$ cat config.mk
export PLATFORM = sky130hd
export DESIGN_NAME = zip_directory_entry_parser_core_flat
export DESIGN_NICKNAME = d
export VERILOG_FILES = /design/src/sv/zdp_pkg.sv /design/src/sv/zdp_if.sv /design/src/sv/zip_directory_entry_parser_core.sv /design/src/sv/zdp_parser.sv /design/src/sv/zdp_res_queue.sv /design/src/flat_wrapper.sv
export SDC_FILE = /design/constraint.sdc
export NUM_CORES = 2
export LEC_CHECK = 0
export BUFFER_PORTS_ARGS = -buffer_cell sky130_fd_sc_hd__buf_2
export CAP_MARGIN = 20
export CORE_MARGIN = 2
export CORE_UTILIZATION = 50
export DETAILED_ROUTE_END_ITERATION = 10
export GPL_TIMING_DRIVEN = 0
export PLACE_DENSITY = 0.78
export SLEW_MARGIN = 5
export SYNTH_ARGS = -nofsm -noshare
export SYNTH_HDL_FRONTEND = slang
export SYNTH_HIERARCHICAL = 1
export SYNTH_SLANG_ARGS = --single-unit
$ cat constraint.sdc
create_clock -name clk_i -period 49 [get_ports clk_i]
set_input_delay 2.45 -clock clk_i [delete_from_list [all_inputs] [get_ports clk_i]]
set_output_delay 2.45 -clock clk_i [all_outputs]
set_load 0.1 [all_outputs]
$ cat src/sv/zdp_pkg.sv
package zdp_pkg;

  localparam logic [31:0] SigLocal   = 32'h04034b50;
  localparam logic [31:0] SigCentral = 32'h02014b50;
  localparam logic [31:0] SigEnd     = 32'h06054b50;

  localparam int unsigned EndPosW = 5;
  localparam int unsigned RecPosW = 18;
  localparam int unsigned LocPosW = 5;

  localparam logic [EndPosW-1:0] EndLast      = EndPosW'(22 - 1);
  localparam logic [LocPosW-1:0] LocLast      = LocPosW'(30 - 1);
  localparam logic [RecPosW-1:0] CentralFixed = RecPosW'(46);
  localparam logic [RecPosW-1:0] CentralLast  = RecPosW'(46 - 1);
  localparam logic [32:0]        LocalSize    = 33'd30;

  // result slots behind the parser: two per request plus one waiting
  localparam int unsigned QueueDepth = 3;

  typedef enum logic [1:0] {
    CMD_END     = 2'd0,
    CMD_CENTRAL = 2'd1,
    CMD_LOCAL   = 2'd2
  } cmd_e;

  typedef enum logic [1:0] {
    KIND_DIR   = 2'd0,
    KIND_NAME  = 2'd1,
    KIND_ENTRY = 2'd2,
    KIND_DATA  = 2'd3
  } kind_e;

  typedef enum logic [2:0] {
    ST_OK          = 3'd0,
    ST_BAD_END     = 3'd1,
    ST_BAD_CENTRAL = 3'd2,
    ST_BAD_LOCAL   = 3'd3,
    ST_COMPRESSED  = 3'd4,
    ST_NO_MORE     = 3'd5
  } status_e;

  typedef struct packed {
    kind_e       kind;
    status_e     status;
    logic [15:0] entry_count;
    logic [31:0] directory_size;
    logic [31:0] full_size;
    logic [15:0] method;
    logic [31:0] local_offset;
    logic [15:0] name_length;
    logic [7:0]  name_byte;
    logic [32:0] data_start;
    logic        is_last;
  } res_t;

  typedef struct packed {
    logic [1:0] num;
    res_t       first;
    res_t       second;
  } push_t;

endpackage

$ cat src/sv/zdp_if.sv
interface zdp_in_if;
  logic       valid;
  logic       ready;
  logic [1:0] command;
  logic [7:0] data_byte;

  modport source (output valid, output command, output data_byte, input ready);
  modport sink (input valid, input command, input data_byte, output ready);
endinterface

interface zdp_out_if;
  logic        valid;
  logic        ready;
  logic [1:0]  result_kind;
  logic [2:0]  status;
  logic [15:0] entry_count;
  logic [31:0] directory_size;
  logic [31:0] full_size;
  logic [15:0] method;
  logic [31:0] local_offset;
  logic [15:0] name_length;
  logic [7:0]  name_byte;
  logic [32:0] data_start;
  logic        is_last;

  modport source (
    output valid, output result_kind, output status, output entry_count,
    output directory_size, output full_size, output method,
    output local_offset, output name_length, output name_byte,
    output data_start, output is_last, input ready
  );
  modport sink (
    input valid, input result_kind, input status, input entry_count,
    input directory_size, input full_size, input method,
    input local_offset, input name_length, input name_byte,
    input data_start, input is_last, output ready
  );
endinterface

$ cat src/sv/zip_directory_entry_parser_core.sv
// channel  dir  handshake        payload
// in_i     in   valid / ready    command, data_byte
// out_o    out  valid / ready    result_kind .. is_last (up to two results per request)
//
// one archive byte per cycle while ready: parse and field capture finish at accept edge
// a request yields zero, one or two results; they queue in a three-slot result buffer
// input ready while at most one result waits, so a stalled output still takes a byte
// a filename byte that also ends its record pushes two results: name, then entry info
// async active-low reset clears all counters, parser fields, error hold; no clearing pass
module zip_directory_entry_parser_core (
  input  logic      clk_i,
  input  logic      rst_ni,
  zdp_in_if.sink    in_i,
  zdp_out_if.source out_o
);

  zdp_pkg::push_t push;
  logic           room;
  logic           accept;

  assign in_i.ready = room;
  assign accept     = in_i.valid && room;

  zdp_parser u_parser (
    .clk_i       (clk_i),
    .rst_ni      (rst_ni),
    .accept_i    (accept),
    .command_i   (in_i.command),
    .data_byte_i (in_i.data_byte),
    .push_o      (push)
  );

  zdp_res_queue u_queue (
    .clk_i  (clk_i),
    .rst_ni (rst_ni),
    .push_i (push),
    .room_o (room),
    .out_o  (out_o)
  );

endmodule

$ cat src/sv/zdp_parser.sv
module zdp_parser (
  input  logic             clk_i,
  input  logic             rst_ni,
  input  logic             accept_i,
  input  logic [1:0]       command_i,
  input  logic [7:0]       data_byte_i,
  output zdp_pkg::push_t   push_o
);

  logic [zdp_pkg::EndPosW-1:0] end_pos_q, end_pos_d;
  logic [zdp_pkg::RecPosW-1:0] rec_pos_q, rec_pos_d;
  logic [zdp_pkg::LocPosW-1:0] loc_pos_q, loc_pos_d;
  logic [31:0] sig_q, sig_d;
  logic [15:0] total_q, total_d;
  logic [31:0] dir_q, dir_d;
  logic [15:0] seen_q, seen_d;
  logic [15:0] meth_q, meth_d;
  logic [31:0] size_q, size_d;
  logic [15:0] nlen_q, nlen_d;
  logic [15:0] xlen_q, xlen_d;
  logic [15:0] clen_q, clen_d;
  logic [31:0] off_q, off_d;
  logic [15:0] lnlen_q, lnlen_d;
  logic [15:0] lxlen_q, lxlen_d;
  logic        err_q, err_d;

  logic [31:0]                 sig_shift;
  logic [zdp_pkg::RecPosW-1:0] name_end;
  logic [zdp_pkg::RecPosW-1:0] rec_end;
  logic                        name_hit;
  logic                        last_hit;
  zdp_pkg::res_t               res0, res1;
  logic [1:0]                  num;

  assign sig_shift = {data_byte_i, sig_q[31:8]};
  assign name_end  = zdp_pkg::CentralFixed + zdp_pkg::RecPosW'(nlen_q);
  assign rec_end   = zdp_pkg::CentralLast + zdp_pkg::RecPosW'(nlen_q)
                   + zdp_pkg::RecPosW'(xlen_q) + zdp_pkg::RecPosW'(clen_q);
  assign name_hit  = (rec_pos_q >= zdp_pkg::CentralFixed) && (rec_pos_q < name_end);
  assign last_hit  = (rec_pos_q >= zdp_pkg::CentralLast) && (rec_pos_q == rec_end);

  always_comb begin
    end_pos_d = end_pos_q;
    rec_pos_d = rec_pos_q;
    loc_pos_d = loc_pos_q;
    sig_d     = sig_q;
    total_d   = total_q;
    dir_d     = dir_q;
    seen_d    = seen_q;
    meth_d    = meth_q;
    size_d    = size_q;
    nlen_d    = nlen_q;
    xlen_d    = xlen_q;
    clen_d    = clen_q;
    off_d     = off_q;
    lnlen_d   = lnlen_q;
    lxlen_d   = lxlen_q;
    err_d     = err_q;
    res0      = '0;
    res1      = '0;
    num       = 2'd0;

    if (accept_i) begin
      case (command_i)
        zdp_pkg::CMD_END: begin
          // first byte of an end record restarts the whole parse
          if (end_pos_q == '0) begin
            err_d     = 1'b0;
            rec_pos_d = '0;
            loc_pos_d = '0;
            seen_d    = '0;
          end
          if (end_pos_q < 5'd4) sig_d = sig_shift;
          if (end_pos_q == 5'd3 && sig_shift != zdp_pkg::SigEnd) begin
            res0.kind   = zdp_pkg::KIND_DIR;
            res0.status = zdp_pkg::ST_BAD_END;
            num         = 2'd1;
            err_d       = 1'b1;
            end_pos_d   = '0;
          end else begin
            if (end_pos_q == 5'd10) total_d[7:0]  = data_byte_i;
            if (end_pos_q == 5'd11) total_d[15:8] = data_byte_i;
            if (end_pos_q == 5'd12) dir_d[7:0]    = data_byte_i;
            if (end_pos_q == 5'd13) dir_d[15:8]   = data_byte_i;
            if (end_pos_q == 5'd14) dir_d[23:16]  = data_byte_i;
            if (end_pos_q == 5'd15) dir_d[31:24]  = data_byte_i;
            if (end_pos_q == zdp_pkg::EndLast) begin
              res0.kind           = zdp_pkg::KIND_DIR;
              res0.status         = zdp_pkg::ST_OK;
              res0.entry_count    = total_d;
              res0.directory_size = dir_d;
              num                 = 2'd1;
              end_pos_d           = '0;
            end else begin
              end_pos_d = end_pos_q + 5'd1;
            end
          end
        end

        zdp_pkg::CMD_CENTRAL: begin
          if (!err_q) begin
            if (rec_pos_q == '0 && seen_q == total_q) begin
              res0.kind   = zdp_pkg::KIND_ENTRY;
              res0.status = zdp_pkg::ST_NO_MORE;
              num         = 2'd1;
            end else begin
              if (rec_pos_q == '0) seen_d = seen_q + 16'd1;
              if (rec_pos_q < 18'd4) sig_d = sig_shift;
              if (rec_pos_q == 18'd3 && sig_shift != zdp_pkg::SigCentral) begin
                res0.kind   = zdp_pkg::KIND_ENTRY;
                res0.status = zdp_pkg::ST_BAD_CENTRAL;
                num         = 2'd1;
                err_d       = 1'b1;
                rec_pos_d   = '0;
              end else begin
                if (rec_pos_q == 18'd10) meth_d[7:0]   = data_byte_i;
                if (rec_pos_q == 18'd11) meth_d[15:8]  = data_byte_i;
                if (rec_pos_q == 18'd24) size_d[7:0]   = data_byte_i;
                if (rec_pos_q == 18'd25) size_d[15:8]  = data_byte_i;
                if (rec_pos_q == 18'd26) size_d[23:16] = data_byte_i;
                if (rec_pos_q == 18'd27) size_d[31:24] = data_byte_i;
                if (rec_pos_q == 18'd28) nlen_d[7:0]   = data_byte_i;
                if (rec_pos_q == 18'd29) nlen_d[15:8]  = data_byte_i;
                if (rec_pos_q == 18'd30) xlen_d[7:0]   = data_byte_i;
                if (rec_pos_q == 18'd31) xlen_d[15:8]  = data_byte_i;
                if (rec_pos_q == 18'd32) clen_d[7:0]   = data_byte_i;
                if (rec_pos_q == 18'd33) clen_d[15:8]  = data_byte_i;
                if (rec_pos_q == 18'd42) off_d[7:0]    = data_byte_i;
                if (rec_pos_q == 18'd43) off_d[15:8]   = data_byte_i;
                if (rec_pos_q == 18'd44) off_d[23:16]  = data_byte_i;
                if (rec_pos_q == 18'd45) off_d[31:24]  = data_byte_i;
                if (name_hit) begin
                  res0.kind      = zdp_pkg::KIND_NAME;
                  res0.status    = zdp_pkg::ST_OK;
                  res0.name_byte = data_byte_i;
                  num            = 2'd1;
                end
                if (last_hit) begin
                  // entry info follows the filename byte when both land here
                  if (name_hit) begin
                    res1.kind         = zdp_pkg::KIND_ENTRY;
                    res1.status       = zdp_pkg::ST_OK;
                    res1.full_size    = size_d;
                    res1.method       = meth_d;
                    res1.local_offset = off_d;
                    res1.name_length  = nlen_d;
                    num               = 2'd2;
                  end else begin
                    res0.kind         = zdp_pkg::KIND_ENTRY;
                    res0.status       = zdp_pkg::ST_OK;
                    res0.full_size    = size_d;
                    res0.method       = meth_d;
                    res0.local_offset = off_d;
                    res0.name_length  = nlen_d;
                    num               = 2'd1;
                  end
                  rec_pos_d = '0;
                end else begin
                  rec_pos_d = rec_pos_q + 18'd1;
                end
              end
            end
          end
        end

        zdp_pkg::CMD_LOCAL: begin
          if (!err_q) begin
            if (loc_pos_q < 5'd4) sig_d = sig_shift;
            if (loc_pos_q == 5'd3 && sig_shift != zdp_pkg::SigLocal) begin
              res0.kind   = zdp_pkg::KIND_DATA;
              res0.status = zdp_pkg::ST_BAD_LOCAL;
              num         = 2'd1;
              err_d       = 1'b1;
              loc_pos_d   = '0;
            end else begin
              if (loc_pos_q == 5'd26) lnlen_d[7:0]  = data_byte_i;
              if (loc_pos_q == 5'd27) lnlen_d[15:8] = data_byte_i;
              if (loc_pos_q == 5'd28) lxlen_d[7:0]  = data_byte_i;
              if (loc_pos_q == 5'd29) lxlen_d[15:8] = data_byte_i;
              if (loc_pos_q >= zdp_pkg::LocLast) begin
                res0.kind       = zdp_pkg::KIND_DATA;
                res0.status     = (meth_q != '0) ? zdp_pkg::ST_COMPRESSED : zdp_pkg::ST_OK;
                res0.method     = meth_q;
                res0.data_start = {1'b0, off_q} + zdp_pkg::LocalSize
                                + {17'd0, lnlen_d} + {17'd0, lxlen_d};
                num             = 2'd1;
                if (meth_q != '0) err_d = 1'b1;
                loc_pos_d = '0;
              end else begin
                loc_pos_d = loc_pos_q + 5'd1;
              end
            end
          end
        end

        default: begin
        end
      endcase
    end

    if (num == 2'd1) res0.is_last = 1'b1;
    if (num == 2'd2) res1.is_last = 1'b1;
  end

  assign push_o.num    = num;
  assign push_o.first  = res0;
  assign push_o.second = res1;

  always_ff @(posedge clk_i or negedge rst_ni) begin
    if (!rst_ni) begin
      end_pos_q <= '0;
      rec_pos_q <= '0;
      loc_pos_q <= '0;
      sig_q     <= '0;
      total_q   <= '0;
      dir_q     <= '0;
      seen_q    <= '0;
      meth_q    <= '0;
      size_q    <= '0;
      nlen_q    <= '0;
      xlen_q    <= '0;
      clen_q    <= '0;
      off_q     <= '0;
      lnlen_q   <= '0;
      lxlen_q   <= '0;
      err_q     <= 1'b0;
    end else begin
      end_pos_q <= end_pos_d;
      rec_pos_q <= rec_pos_d;
      loc_pos_q <= loc_pos_d;
      sig_q     <= sig_d;
      total_q   <= total_d;
      dir_q     <= dir_d;
      seen_q    <= seen_d;
      meth_q    <= meth_d;
      size_q    <= size_d;
      nlen_q    <= nlen_d;
      xlen_q    <= xlen_d;
      clen_q    <= clen_d;
      off_q     <= off_d;
      lnlen_q   <= lnlen_d;
      lxlen_q   <= lxlen_d;
      err_q     <= err_d;
    end
  end

endmodule

$ cat src/sv/zdp_res_queue.sv
module zdp_res_queue (
  input  logic           clk_i,
  input  logic           rst_ni,
  input  zdp_pkg::push_t push_i,
  output logic           room_o,
  zdp_out_if.source      out_o
);

  localparam int unsigned Depth = zdp_pkg::QueueDepth;
  localparam int unsigned CntW  = $clog2(Depth + 1);

  zdp_pkg::res_t   slot_q [Depth];
  zdp_pkg::res_t   slot_d [Depth];
  logic [CntW-1:0] cnt_q, cnt_d;
  logic [CntW-1:0] cnt_ap;
  logic            pop;

  assign pop    = (cnt_q != '0) && out_o.ready;
  assign cnt_ap = cnt_q - CntW'(pop);
  // room for a full two-result request, independent of the output side
  assign room_o = (cnt_q <= CntW'(Depth - 2));

  always_comb begin
    for (int i = 0; i < Depth; i++) begin
      if (pop && i < Depth - 1) slot_d[i] = slot_q[i + 1];
      else                      slot_d[i] = slot_q[i];
      if (push_i.num != 2'd0 && cnt_ap == CntW'(i)) slot_d[i] = push_i.first;
      if (push_i.num == 2'd2 && cnt_ap + CntW'(1) == CntW'(i)) slot_d[i] = push_i.second;
    end
    cnt_d = cnt_ap + CntW'(push_i.num);
  end

  always_ff @(posedge clk_i or negedge rst_ni) begin
    if (!rst_ni) begin
      cnt_q <= '0;
    end else begin
      cnt_q <= cnt_d;
    end
  end

  always_ff @(posedge clk_i) begin
    for (int i = 0; i < Depth; i++) begin
      slot_q[i] <= slot_d[i];
    end
  end

  assign out_o.valid          = (cnt_q != '0);
  assign out_o.result_kind    = slot_q[0].kind;
  assign out_o.status         = slot_q[0].status;
  assign out_o.entry_count    = slot_q[0].entry_count;
  assign out_o.directory_size = slot_q[0].directory_size;
  assign out_o.full_size      = slot_q[0].full_size;
  assign out_o.method         = slot_q[0].method;
  assign out_o.local_offset   = slot_q[0].local_offset;
  assign out_o.name_length    = slot_q[0].name_length;
  assign out_o.name_byte      = slot_q[0].name_byte;
  assign out_o.data_start     = slot_q[0].data_start;
  assign out_o.is_last        = slot_q[0].is_last;

endmodule

$ cat src/flat_wrapper.sv
// flat-port wrapper written by rule: the top's interface ports become plain ports
module zip_directory_entry_parser_core_flat 
  (clk_i, rst_ni, in_i_valid, in_i_command, in_i_data_byte, in_i_ready, out_o_valid, out_o_result_kind, out_o_status, out_o_entry_count, out_o_directory_size, out_o_full_size, out_o_method, out_o_local_offset, out_o_name_length, out_o_name_byte, out_o_data_start, out_o_is_last, out_o_ready);
  zdp_in_if in_i_i ();
  zdp_out_if out_o_i ();
  input  logic clk_i;
  input  logic rst_ni;
  input wire logic [$bits(in_i_i.valid)-1:0] in_i_valid;
  input wire logic [$bits(in_i_i.command)-1:0] in_i_command;
  input wire logic [$bits(in_i_i.data_byte)-1:0] in_i_data_byte;
  output wire logic [$bits(in_i_i.ready)-1:0] in_i_ready;
  output wire logic [$bits(out_o_i.valid)-1:0] out_o_valid;
  output wire logic [$bits(out_o_i.result_kind)-1:0] out_o_result_kind;
  output wire logic [$bits(out_o_i.status)-1:0] out_o_status;
  output wire logic [$bits(out_o_i.entry_count)-1:0] out_o_entry_count;
  output wire logic [$bits(out_o_i.directory_size)-1:0] out_o_directory_size;
  output wire logic [$bits(out_o_i.full_size)-1:0] out_o_full_size;
  output wire logic [$bits(out_o_i.method)-1:0] out_o_method;
  output wire logic [$bits(out_o_i.local_offset)-1:0] out_o_local_offset;
  output wire logic [$bits(out_o_i.name_length)-1:0] out_o_name_length;
  output wire logic [$bits(out_o_i.name_byte)-1:0] out_o_name_byte;
  output wire logic [$bits(out_o_i.data_start)-1:0] out_o_data_start;
  output wire logic [$bits(out_o_i.is_last)-1:0] out_o_is_last;
  input wire logic [$bits(out_o_i.ready)-1:0] out_o_ready;
  assign in_i_i.valid = in_i_valid;
  assign in_i_i.command = in_i_command;
  assign in_i_i.data_byte = in_i_data_byte;
  assign in_i_ready = in_i_i.ready;
  assign out_o_valid = out_o_i.valid;
  assign out_o_result_kind = out_o_i.result_kind;
  assign out_o_status = out_o_i.status;
  assign out_o_entry_count = out_o_i.entry_count;
  assign out_o_directory_size = out_o_i.directory_size;
  assign out_o_full_size = out_o_i.full_size;
  assign out_o_method = out_o_i.method;
  assign out_o_local_offset = out_o_i.local_offset;
  assign out_o_name_length = out_o_i.name_length;
  assign out_o_name_byte = out_o_i.name_byte;
  assign out_o_data_start = out_o_i.data_start;
  assign out_o_is_last = out_o_i.is_last;
  assign out_o_i.ready = out_o_ready;
  zip_directory_entry_parser_core u_core (.clk_i(clk_i), .rst_ni(rst_ni), .in_i(in_i_i), .out_o(out_o_i));
endmodule
==> summary.txt <==
Global route
  • GR Overflow Total: 0
  • Antenna violations before repair: 12
  • Largest net degree at the start of global routing: 115
  • Total Routing Usage GR: 30.00%
  • First-pass GRT wire length: 246.7 mm
  • Vias in the first global route: 40,740

Outcome
  • Status: finished clean

Timing
  • Tmin final: 9.176 ns
  • Setup TNS Final: 0 ns
  • Worst slew pin tran: 1.349 ns
  • Endpoints failing setup: 0
  • RSZ-0062 raised after global routing: no
  • Worst-case clock skew: 0.04798 ns
  • Final period util: 18.73%
  • Peak Freq: 0.1090 GHz
  • Slew HR: 10.06%
  • Hold Fails Final Rpt: 0
  • Fin. max-slew vios: 0

Routing
  • Routed wl met2: 72.26 mm
  • # DRC: 0
  • Initial drt markers: 6,264
  • Via count: 42,480
  • DR pass1 iterations: 7
  • Post-route ant nets: 0
  • Final wirelength: 165.2 mm
  • Via/cell ratio: 6.399
  • DRT met1 WL: 61.90 mm
  • Met3 WL: 19.87 mm
  • Max Used Layer: met5
  • Wire per inst: 24.89 µm

Clock tree
  • Total CTS buffers: 93
  • Post-CTS setup buffer count: 0
  • Gates resized, CTS repair: 0
  • TritonCTS clock tree: built
  • CTS root buffer: clkbuf_16
  • Clock Sinks: 852
  • Longest Clk Path Bufs: 3
  • Clock Pin Slew Worst Setup and Hold Paths: 0.06 ns
  • Clk Latency, worst-skew pair: 0.71 ns
  • H-tree Lvls: 3
  • CTS Hold Bufs: 0

Worst setup path
  • Crit Path Max Fanout: 11
  • Startpoint Class: flop
  • Worst Path Arrival: 9.55 ns
  • Slowest-stage cell, CP: clkbuf_1
  • Required time worst endpoint: 49.38 ns
  • Critical Path End Type: flop
  • Cell repeated most along the worst path: buf_4
  • Largest delay contributor family on the critical path: buffers and inverters
  • WP buf/inv: 15
  • Crit-path max cell delay: 0.68 ns
  • Reg-to-reg slack, setup: 39.82 ns
  • WS Path Type: flop to flop

Worst hold path
  • Min-delay worst type: flop to flop

Logic synthesis
  • Top-area cell type share of the netlist area: 33.25%
  • Syn Inst Count: 4,723
  • Netlist cell types: 82
  • Post-synth EDFFs: 573
  • Register area share after synthesis: 46.74%
  • Mux cell area share after synthesis: 11.31%
  • Yosys reg bits: 852
  • Synthesized area: 0.05176 mm²
  • Synth Area per Inst: 10.96 µm²
  • Synth top area cells: edfxtp_1, dfrtp_1, mux2_2
  • XOR/XNOR Fraction of Synth Area: 1.620%
  • Synth Area in Adders: 3.791%
  • Fraction of registers with async set/reset: 32.75%
  • Synth Area in Compound Gates: 12.33%
  • Simple-Gate Fraction of Synth Area: 15.73%
  • Cell taking the most area after synthesis: edfxtp_1
  • Warnings from Yosys: 6
  • Post-synth top flop: edfxtp_1
  • Main combinational cell family by area after synthesis: simple AND/OR/NAND/NOR gates

Final layout
  • Final Core Density: 57.18%
  • Most frequent cells in the layout: edfxtp_1, mux2_2, buf_2, clkbuf_1, buf_4
  • Post-route design area: 0.05893 mm²
  • Commonest non-fill, non-tap cell in the layout: edfxtp_1
  • Layout Cells excl Fill: 6,638
  • # nets final: 5,326
  • Share of layout cells above drive strength 1: 24.64%
  • Layout area overhead: 13.86%

Placement
  • DP HPWL: 115.5 mm
  • Cell Area, Placed: 0.05568 mm²
  • Inst Count DP: 6,454
  • Routability Congestion: 0.9432
  • Port Buffer Count: 206

Flow run
  • MaxCap Viol Count: 0

Die
  • Core outline area: 0.1031 mm²
  • IO Count: 207
  • Die area: 0.1061 mm²
  • Initial Util: 50.22%
  • Die Y: 325.7 µm
  • Die W: 325.7 µm
  • Placement Rows: 118

Pwr
  • Maximum VDD drop: 0.00004264 V
  • P_leak: 0.02466 µW
  • Pwr/cell area: 46.94 mW/mm²
metal layers:
metal  vias up  global-route usage, %
met5         -                      0
met4        18                  18.42
met3       608                  8.026
met2      2875                  45.00
met1     20510                  38.80
li1      18470                      -
metrics by stage:
step	hold WS, ns	setup WS [ns]	total power [µW]
6_report	0.4854	39.82	2766
5_1_grt	0.5095	39.51	2838
4_1_cts	0.4845	40.19	2734
3_5_place_dp	0.4746	39.87	2003
3_3_place_gp	0.4609	4.021	2051
2_1_floorplan	0.4492	20.79	1726
power breakdown:
part	switching (µW)	leakage [µW]	total, µW	internal, µW
Clock	312	0.00156	735	423
Combinational	845	0.0139	1100	252
Sequential	48.5	0.00924	935	887
Yosys cell counts, drive strengths merged (9+ instances only):
master  instances
a31oi         203
edfxtp        573
nand4          28
or3            12
nand4b        196
dfrtp         279
nor2b          13
inv           105
nand2b         15
a21o           14
nand2         214
mux2i          81
o21ai          78
xor2           35
nor4           17
nor3          221
or2            10
fa             33
mux2          448
a21oi         101
and3          269
or4             9
buf           442
ha            104
nor2          171
and2          150
a21boi         17
o31ai         205
xnor2          59
clkbuf        285
a221o         192
nand3          61
flip-flops by register name, indices dropped and copies added (netlist names), 16 cells and up:
signal / count
u_core/u_parser/clen_q: 16
u_core/u_parser/dir_q: 32
u_core/u_parser/lnlen_q: 16
u_core/u_parser/lxlen_q: 16
u_core/u_parser/meth_q: 16
u_core/u_parser/nlen_q: 16
u_core/u_parser/off_q: 32
u_core/u_parser/rec_pos_q: 18
u_core/u_parser/seen_q: 16
u_core/u_parser/sig_q: 24
u_core/u_parser/size_q: 32
u_core/u_parser/total_q: 16
u_core/u_parser/xlen_q: 16
u_core/u_queue/slot_q: 573
cells by family (layout without fill, tap and decap cells):
| family | count (synthesis) | after routing |
|---|---|---|
| flip-flops | 852 | 852 |
| AND/OR/NAND/NOR | 1407 | 1407 |
| multiplexers | 529 | 529 |
| adder cells (fa/ha/maj) | 137 | 137 |
| buffers and inverters | 832 | 1273 |
| XOR/XNOR | 94 | 94 |
| other | 1 | 95 |
| AO/OA/AOI/OAI | 871 | 871 |
layout make-up:
class / count / area, µm²
fillers: 8564 / 44120
flip-flops and latches: 852 / 24190
multi-input cells: 3131 / 23550
plain buffers: 727 / 3991
clock buffers: 125 / 2633
repair buffers: 265 / 1898
well taps: 1380 / 1727
clock inverters: 51 / 540.5
inverters: 105 / 394.1
diodes: 2 / 5.005
path summary, 6_finish.rpt:
| path | from | end | cells after the start |
|---|---|---|---|
| hold reg to reg | u_core/u_parser/sig_q[14]$_DFFE_PN0P_ | u_core/u_parser/sig_q[14]$_DFFE_PN0P_ | 1 |
| min in group asynchronous | rst_ni | u_core/u_parser/dir_q[3]$_DFFE_PN0P_ | 1 |
| setup reg to reg | u_core/u_parser/nlen_q[1]$_DFFE_PN0P_ | u_core/u_queue/slot_q[0][224]$_DFFE_PP_ | 30 |
| hold / removal | u_core/u_parser/sig_q[14]$_DFFE_PN0P_ | u_core/u_parser/sig_q[14]$_DFFE_PN0P_ | 1 |
| max in group asynchronous | rst_ni | u_core/u_parser/off_q[15]$_DFFE_PN0P_ | 3 |
| setup / recovery | u_core/u_parser/nlen_q[1]$_DFFE_PN0P_ | u_core/u_queue/slot_q[0][224]$_DFFE_PP_ | 30 |
(Power assumes the default switching activity.)
